<file path="config.mk">
export PLATFORM = sky130hd
export DESIGN_NAME = dual_servo_pwm_with_freeze
export DESIGN_NICKNAME = d
export VERILOG_FILES = /design/src/hw/rtl/dspf_pkg.sv /design/src/hw/rtl/dual_servo_pwm_with_freeze.sv
export SDC_FILE = /design/constraint.sdc
export NUM_CORES = 1
export LEC_CHECK = 0
export CORE_ASPECT_RATIO = 0.6
export CORE_MARGIN = 2
export CORE_UTILIZATION = 40
export CTS_CLUSTER_DIAMETER = 200
export DETAILED_ROUTE_END_ITERATION = 8
export DONT_BUFFER_PORTS = 1
export PLACE_DENSITY = 0.53
export SETUP_SLACK_MARGIN = 0.2
export SLEW_MARGIN = 10
export SYNTH_ARGS = -nofsm -noshare
export SYNTH_HDL_FRONTEND = slang
export SYNTH_SLANG_ARGS = --single-unit
</file>
<file path="constraint.sdc">
create_clock -name clk -period 8.97 [get_ports clk]
set_clock_uncertainty 0.2 [all_clocks]
set_input_delay 1.794 -clock clk [delete_from_list [all_inputs] [get_ports clk]]
set_output_delay 1.794 -clock clk [all_outputs]
set_load 0.005 [all_outputs]
</file>
<file path="src/hw/rtl/dspf_pkg.sv">
// shared constants for the dual servo pwm block
package dspf_pkg;

    localparam logic [15:0] MAGIC_WORD = 16'hFFEE;
    localparam logic [15:0] COORD_MAX  = 16'd1023;
    localparam logic [15:0] BUTTON_MAX = 16'd1;

    // deadband windows and the centre value each window snaps to
    localparam logic [12:0] X_BAND_LO  = 13'd500;
    localparam logic [12:0] X_BAND_HI  = 13'd520;
    localparam logic [12:0] X_CENTRE   = 13'd510;
    localparam logic [12:0] Y_BAND_LO  = 13'd486;
    localparam logic [12:0] Y_BAND_HI  = 13'd506;
    localparam logic [12:0] Y_CENTRE   = 13'd500;

    // divide by 100 as multiply by ceil(2^21 / 100), exact for 13-bit inputs
    localparam int          DIV_SHIFT  = 21;
    localparam logic [14:0] DIV_RECIP  = 15'd20972;

    localparam logic [9:0]  X_RESET_POS = 10'd510;
    localparam logic [9:0]  Y_RESET_POS = 10'd496;

    localparam logic [7:0]  PERIOD_RESET = 8'd156;
    localparam logic [4:0]  OFFSET_RESET = 5'd17;
    localparam logic [14:0] DELAY_RESET  = 15'd15625;

    typedef enum logic [1:0] {
        CFG_PWM_PERIOD   = 2'd0,
        CFG_PULSE_OFFSET = 2'd1,
        CFG_FREEZE_DELAY = 2'd2,
        CFG_UNUSED       = 2'd3
    } cfg_index_t;

    localparam logic OP_TICK    = 1'b0;
    localparam logic OP_MESSAGE = 1'b1;

endpackage

</file>
<file path="src/hw/rtl/dual_servo_pwm_with_freeze.sv">
// dual channel servo pwm generator with button toggle and delayed compare freeze
//
//  channel  | signals                                         | dir | notes
//  ---------+-------------------------------------------------+-----+---------------------------
//  input    | in_valid/in_ready, operation, magic_word,       | in  | tick or joystick message
//           | x_value, y_value, button_value                  |     |
//  output   | out_valid/out_ready, x_drive, y_drive,          | out | one result per transaction
//           | toggle_out, frozen, message_accepted            |     |
//  config   | cfg_valid/cfg_ready, cfg_index, cfg_data        | in  | always ready, idle writes only
//
// one transaction per cycle unless the output stalls; path is input register, then result register
// all per-item work is compare, add and one small constant multiply per channel for the divide by 100
// reset clears valid and state registers (positions to reset values); config returns to its default values
// a stall on the output holds the result register, then the input register, then in_ready

module dual_servo_pwm_with_freeze #(
    parameter int COORD_BITS = 10
) (
    input  logic        clk,
    input  logic        rst_n,

    input  logic        in_valid,
    output logic        in_ready,
    input  logic        operation,
    input  logic [15:0] magic_word,
    input  logic [15:0] x_value,
    input  logic [15:0] y_value,
    input  logic [15:0] button_value,

    output logic        out_valid,
    input  logic        out_ready,
    output logic        x_drive,
    output logic        y_drive,
    output logic        toggle_out,
    output logic        frozen,
    output logic        message_accepted,

    input  logic        cfg_valid,
    output logic        cfg_ready,
    input  logic [1:0]  cfg_index,
    input  logic [14:0] cfg_data
);

    localparam logic [COORD_BITS-1:0] X_RESET = COORD_BITS'(dspf_pkg::X_RESET_POS);
    localparam logic [COORD_BITS-1:0] Y_RESET = COORD_BITS'(dspf_pkg::Y_RESET_POS);

    // configuration registers
    logic [7:0]  period_reg;
    logic [4:0]  offset_reg;
    logic [14:0] delay_reg;

    // input register stage
    logic        s1_valid_reg;
    logic        s1_op_reg;
    logic [15:0] s1_magic_reg;
    logic [15:0] s1_x_reg;
    logic [15:0] s1_y_reg;
    logic [15:0] s1_button_reg;

    // block state
    logic [7:0]            tick_count_reg,   tick_count_next;
    logic [COORD_BITS-1:0] x_pos_reg,        x_pos_next;
    logic [COORD_BITS-1:0] y_pos_reg,        y_pos_next;
    logic                  pending_reg,      pending_next;
    logic [4:0]            x_cmp_reg,        x_cmp_next;
    logic [4:0]            y_cmp_reg,        y_cmp_next;
    logic                  x_level_reg,      x_level_next;
    logic                  y_level_reg,      y_level_next;
    logic                  toggle_reg,       toggle_next;
    logic                  freeze_reg,       freeze_next;
    logic                  wait_reg,         wait_next;
    logic [14:0]           wait_count_reg,   wait_count_next;
    logic                  accepted_next;

    // result register
    logic out_valid_reg;
    logic x_drive_reg;
    logic y_drive_reg;
    logic toggle_out_reg;
    logic frozen_reg;
    logic accepted_reg;

    logic advance;
    logic msg_ok;
    logic [8:0] count_inc;
    logic [14:0] wait_inc;

    // position to compare value: deadband snap, divide by 100, saturating subtract
    function automatic logic [4:0] map_pos(
        input logic [COORD_BITS-1:0] pos,
        input logic [12:0]           lo,
        input logic [12:0]           hi,
        input logic [12:0]           centre,
        input logic [4:0]            offset
    );
        logic [12:0] p;
        logic [12:0] v;
        logic [27:0] prod;
        logic [6:0]  d;
        p    = 13'(pos);
        v    = (p >= lo && p <= hi) ? centre : p;
        prod = 28'(v) * 28'(dspf_pkg::DIV_RECIP);
        d    = prod[27:dspf_pkg::DIV_SHIFT];
        return (d >= 7'(offset)) ? 5'd0 : 5'(7'(offset) - d);
    endfunction

    // the pipeline moves when stage one holds an item and the result slot frees up
    assign advance   = s1_valid_reg && (!out_valid_reg || out_ready);
    assign in_ready  = !s1_valid_reg || advance;
    assign cfg_ready = 1'b1;

    assign out_valid        = out_valid_reg;
    assign x_drive          = x_drive_reg;
    assign y_drive          = y_drive_reg;
    assign toggle_out       = toggle_out_reg;
    assign frozen           = frozen_reg;
    assign message_accepted = accepted_reg;

    // message check
    assign msg_ok = (s1_magic_reg == dspf_pkg::MAGIC_WORD)
                 && (s1_x_reg <= dspf_pkg::COORD_MAX)
                 && (s1_y_reg <= dspf_pkg::COORD_MAX)
                 && (s1_button_reg <= dspf_pkg::BUTTON_MAX);

    assign count_inc = 9'(tick_count_reg) + 9'd1;

    // single pass update for one transaction
    always_comb
    begin
        tick_count_next = tick_count_reg;
        x_pos_next      = x_pos_reg;
        y_pos_next      = y_pos_reg;
        pending_next    = pending_reg;
        x_cmp_next      = x_cmp_reg;
        y_cmp_next      = y_cmp_reg;
        x_level_next    = x_level_reg;
        y_level_next    = y_level_reg;
        toggle_next     = toggle_reg;
        freeze_next     = freeze_reg;
        wait_next       = wait_reg;
        wait_count_next = wait_count_reg;
        accepted_next   = 1'b0;
        wait_inc        = 15'd0;

        if (s1_op_reg == dspf_pkg::OP_MESSAGE)
        begin
            if (msg_ok)
            begin
                x_pos_next    = s1_x_reg[COORD_BITS-1:0];
                y_pos_next    = s1_y_reg[COORD_BITS-1:0];
                pending_next  = s1_button_reg[0];
                accepted_next = 1'b1;
            end
        end
        else
        begin
            // compares track the positions until frozen
            if (!freeze_reg)
            begin
                x_cmp_next = map_pos(x_pos_reg, dspf_pkg::X_BAND_LO, dspf_pkg::X_BAND_HI,
                                     dspf_pkg::X_CENTRE, offset_reg);
                y_cmp_next = map_pos(y_pos_reg, dspf_pkg::Y_BAND_LO, dspf_pkg::Y_BAND_HI,
                                     dspf_pkg::Y_CENTRE, offset_reg);
            end

            // pending button flips the aux output and clears the freeze; turning on restarts the wait
            if (pending_reg)
            begin
                toggle_next  = !toggle_reg;
                freeze_next  = 1'b0;
                wait_next    = !toggle_reg;
                pending_next = 1'b0;
                if (!toggle_reg)
                begin
                    wait_count_next = 15'd0;
                end
            end

            // frame counter wraps at the period
            tick_count_next = (count_inc >= 9'(period_reg)) ? 8'd0 : count_inc[7:0];

            if (tick_count_next == 8'd0)
            begin
                x_level_next = 1'b1;
                y_level_next = 1'b1;
            end
            if (tick_count_next == 8'(x_cmp_next))
            begin
                x_level_next = 1'b0;
            end
            if (tick_count_next == 8'(y_cmp_next))
            begin
                y_level_next = 1'b0;
            end

            // delay toward freeze
            if (wait_next)
            begin
                wait_inc        = wait_count_next + 15'd1;
                wait_count_next = wait_inc;
                if (wait_inc == delay_reg)
                begin
                    freeze_next = 1'b1;
                    wait_next   = 1'b0;
                end
            end
        end
    end

    // configuration writes
    always_ff @(posedge clk or negedge rst_n)
    begin
        if (!rst_n)
        begin
            period_reg <= dspf_pkg::PERIOD_RESET;
            offset_reg <= dspf_pkg::OFFSET_RESET;
            delay_reg  <= dspf_pkg::DELAY_RESET;
        end
        else if (cfg_valid && cfg_ready)
        begin
            unique case (cfg_index)
                dspf_pkg::CFG_PWM_PERIOD:   period_reg <= cfg_data[7:0];
                dspf_pkg::CFG_PULSE_OFFSET: offset_reg <= cfg_data[4:0];
                dspf_pkg::CFG_FREEZE_DELAY: delay_reg  <= cfg_data;
                default:                    ;
            endcase
        end
    end

    // input register stage
    always_ff @(posedge clk or negedge rst_n)
    begin
        if (!rst_n)
        begin
            s1_valid_reg <= 1'b0;
        end
        else if (in_ready)
        begin
            s1_valid_reg <= in_valid;
        end
    end

    always_ff @(posedge clk)
    begin
        if (in_valid && in_ready)
        begin
            s1_op_reg     <= operation;
            s1_magic_reg  <= magic_word;
            s1_x_reg      <= x_value;
            s1_y_reg      <= y_value;
            s1_button_reg <= button_value;
        end
    end

    // state update and result register
    always_ff @(posedge clk or negedge rst_n)
    begin
        if (!rst_n)
        begin
            tick_count_reg <= 8'd0;
            x_pos_reg      <= X_RESET;
            y_pos_reg      <= Y_RESET;
            pending_reg    <= 1'b0;
            x_cmp_reg      <= 5'd0;
            y_cmp_reg      <= 5'd0;
            x_level_reg    <= 1'b0;
            y_level_reg    <= 1'b0;
            toggle_reg     <= 1'b0;
            freeze_reg     <= 1'b0;
            wait_reg       <= 1'b0;
            wait_count_reg <= 15'd0;
            out_valid_reg  <= 1'b0;
        end
        else
        begin
            if (advance)
            begin
                tick_count_reg <= tick_count_next;
                x_pos_reg      <= x_pos_next;
                y_pos_reg      <= y_pos_next;
                pending_reg    <= pending_next;
                x_cmp_reg      <= x_cmp_next;
                y_cmp_reg      <= y_cmp_next;
                x_level_reg    <= x_level_next;
                y_level_reg    <= y_level_next;
                toggle_reg     <= toggle_next;
                freeze_reg     <= freeze_next;
                wait_reg       <= wait_next;
                wait_count_reg <= wait_count_next;
                out_valid_reg  <= 1'b1;
            end
            else if (out_ready)
            begin
                out_valid_reg <= 1'b0;
            end
        end
    end

    always_ff @(posedge clk)
    begin
        if (advance)
        begin
            x_drive_reg    <= x_level_next;
            y_drive_reg    <= y_level_next;
            toggle_out_reg <= toggle_next;
            frozen_reg     <= freeze_next;
            accepted_reg   <= accepted_next;
        end
    end

endmodule
</file>
==> results.yml <==
routing:
  ant_nets: 0
  vias: 7944
  drc: 0
  dr.pass1.iters: 5
  wl_per_cell_um: 16.93
  drtIter0Drc: 581
  vias_per_cell: 5.152
  wirelength_um: 26110
worst_setup_path:
  critPathMaxFanout: 7
  cp_slowest_cell: "or4_1"
  startpoint: "x_pos_reg[5]"
  endpoint_kind: "flip-flop"
  startpoint_type: "flip-flop"
  r2r-start: "x_pos_reg[5]"
  cp_data_arrival_time_ns: 8.46
  critPathKind: "flip-flop to flip-flop"
  crit_required_ns: 8.96
  max_stage_delay_ns: 0.58
floorplan:
  rows: 49
  die_x_um: 227.6
  die_h_um: 138.1
  start_util_pct: 40.35
  io_pins: 95
  design.die.area_sq_um: 31440
  coreArea_sq_um: 29730
power:
  p_seq_share_pct: 45.7
  power_mw: 1.985
  p_clk_share_pct: 36.3
  ir_drop_mv: 0.1248
  power_density_nw_per_um2: 151.6
  leakagePower_nw: 6.300
  power_frac_comb_pct: 18.0
  swShare_pct: 29.47
  p_int_mw: 1.400
  switching_power_mw: 0.5851
synth:
  synthFlopType: "edfxtp_1"
  synth_warnings: 0
  syn-cell-area_sq_um: 12000
  synth-seq-cells: 159
  synth_top_area_share_pct: 17.52
  synth_edf_count: 70
  yosysMostFrequentCell: "ha_1"
  yosysSeqAreaShare_pct: 36.36
  ys_types: 77
  synthTopCellsByArea: "edfxtp_1 (18%), ha_1 (17%), dfrtp_1 (13%)"
  avgSynthCellArea_sq_um: 10.65
  yosysTopAreaCell: "edfxtp_1"
  syn_inst: 1126
  syn-num-nets: 1440
  async_flop_share_pct: 55.97
  yosys-top-cells-count: "ha_1 (159), inv_1 (154), nand2_1 (89), edfxtp_1 (70), fa_1 (68)"
placed_design:
  dpl_cell_area_sq_um: 12400
  place_hpwl_um: 20580
  portBuffers: 0
  gp_congestion: 0.8457
  post-place-ws_ns: -0.003640
layout:
  layout-drive-gt1-share_pct: 12.19
  final_area_sq_um: 13090
  nNetsFinal: 1433
  syn_to_final_growth_pct: 9.147
  fill_cells: 2770
worst_hold_path:
  hp-class: "flip-flop to flip-flop"
  hp-start: "s1_y_reg[8]"
sta:
  max_freq_mhz: 118.0
  setup_viol: 0
  rsz0062_at_grt: "true"
  worstMarginPinSlew_ns: 1.059
  relSlewSlack_pct: 29.15
  slew_violations: 0
  hold_ws_ns: 0.2714
  timing.final.crit_period_ns: 8.473
  finalHoldViolations: 0
  finalCritPeriodShare_pct: 94.46
  fin_ws_ns: 0.4967
clocking:
  clock_latency_ns: 0.45
  holdBufCountCts: 0
  clock_tree.htree_level_count: 4
  clk_pin_slew_worst_paths_ns: 0.06
  clkSinkCount: 159
  cts_tree: "yes"
  cts_buffers: 17
  clockBufferDepth: 2
  cts_root_buf: "clkbuf_16"
run:
  drv_cap: 0
global_route:
  grt_max_degree: 90
  grt.total_usage_pct: 17.49
  globalRouteOverflowTotal: 0
  grt_pass1_vias: 7677
  antenna_found_initial: 5
  grt_pass1_wl_um: 42250
run_status:
  outcome: "complete, no violations"
## final timing paths
path,to,slack [ns],cells after the start
max,x_drive,0.50,32
min,y_pos_reg[8],0.27,1
max reg2reg,x_drive,0.50,32
min reg2reg,y_pos_reg[8],0.27,1
max in group asynchronous,delay_reg[3],7.48,0
min in group asynchronous,s1_valid_reg,0.85,0
## final cells by class
type,count,area (sq um),share of cell area [%]
antenna,2,5.005,0.03822
clock buffer,20,446.7,3.411
clock inverter,12,127.6,0.9747
inverter,155,581.8,4.443
multi-input combinational,777,6993,53.41
sequential,159,4362,33.31
tap,408,510.5,3.899
timing repair buffer,9,67.56,0.5160
## metal layers
metal / track usage, % / part of all wire (%) / up-vias
li1: - / - / 3911
met4: 4.059 / 0.82 / 4
met5: 0 / 0.11 / -
met1: 30.44 / 57 / 3797
met3: 5.250 / 6.9 / 22
met2: 19.74 / 35 / 210
## critical path, delay by kind of cell, from the launching register on
kind                       cells  cell delay [ns]
DFF                            1             0.38
xor gates and xnor gates       3             0.40
adders and majority gates      8             3.23
and+or+nand+nor                6             1.75
AOI/OAI and AO/OA             11             1.94
buffers and inverters          4             0.33
## power by group through the flow
| stage | combinational [mW] | clock [mW] | sequential (mW) |
|---|---|---|---|
| after CTS | 0.342 | 0.746 | 0.907 |
| after floorplan | 0.274 | 0 | 0.895 |
| after global placement | 0.332 | 0 | 0.919 |
| after detailed placement | 0.337 | 0 | 0.920 |
| after global routing | 0.408 | 0.769 | 0.917 |
| final | 0.357 | 0.721 | 0.907 |
## what timing repair did
item | CTS | global route
pin swaps | 0 | 6
endpoints found under the setup margin | 2 | 4
setup buffers | 0 | 4
hold endpoints to repair | 0 | 0
resized for setup | 2 | 16
## cell usage in the layout, fill, tap and decap left out, types with 5 or more instances in the layout
cell	count
mux2_2	43
nand2_1	89
xnor2_1	29
and2_1	9
or3_1	5
inv_1	154
and3_1	9
edfxtp_1	70
fa_1	68
dfstp_2	26
a31oi_1	5
dfrtp_1	63
nor2_1	43
nand3_1	26
nand4_1	12
buf_4	9
ha_1	158
o21ai_0	58
nor3_1	18
nand2b_1	26
or4_1	8
a21oi_1	28
xor2_1	14
clkbuf_16	17
o21a_1	6
a21o_1	10
a211oi_1	6
o31ai_1	9
nor4_1	5
nand4b_1	5
## cells by family (layout without fill, tap and decap cells)
logic type | after synthesis | in the layout | synth area share (%)
and+or+nand+nor | 287 | 287 | 12.70
adders and majority gates | 228 | 228 | 28.01
buffers and inverters | 190 | 196 | 6.133
AOI/OAI and AO/OA | 170 | 170 | 9.011
DFF | 159 | 159 | 36.36
muxes | 46 | 46 | 4.287
xor gates and xnor gates | 45 | 45 | 3.463
other | 1 | 3 | 0.03126
## stage by stage
stage / TNS (ns) / cells / util (%)
after floorplan: 0 / 1126 / -
after global placement: 0 / 1504 / 41.69
after detailed placement: -0.003640 / 1504 / 41.69
after CTS: 0 / 1536 / 43.66
after global routing: 0 / 1540 / 44.02
final: 0 / 1542 / 44.04
Power figures use the tool's default switching activity.
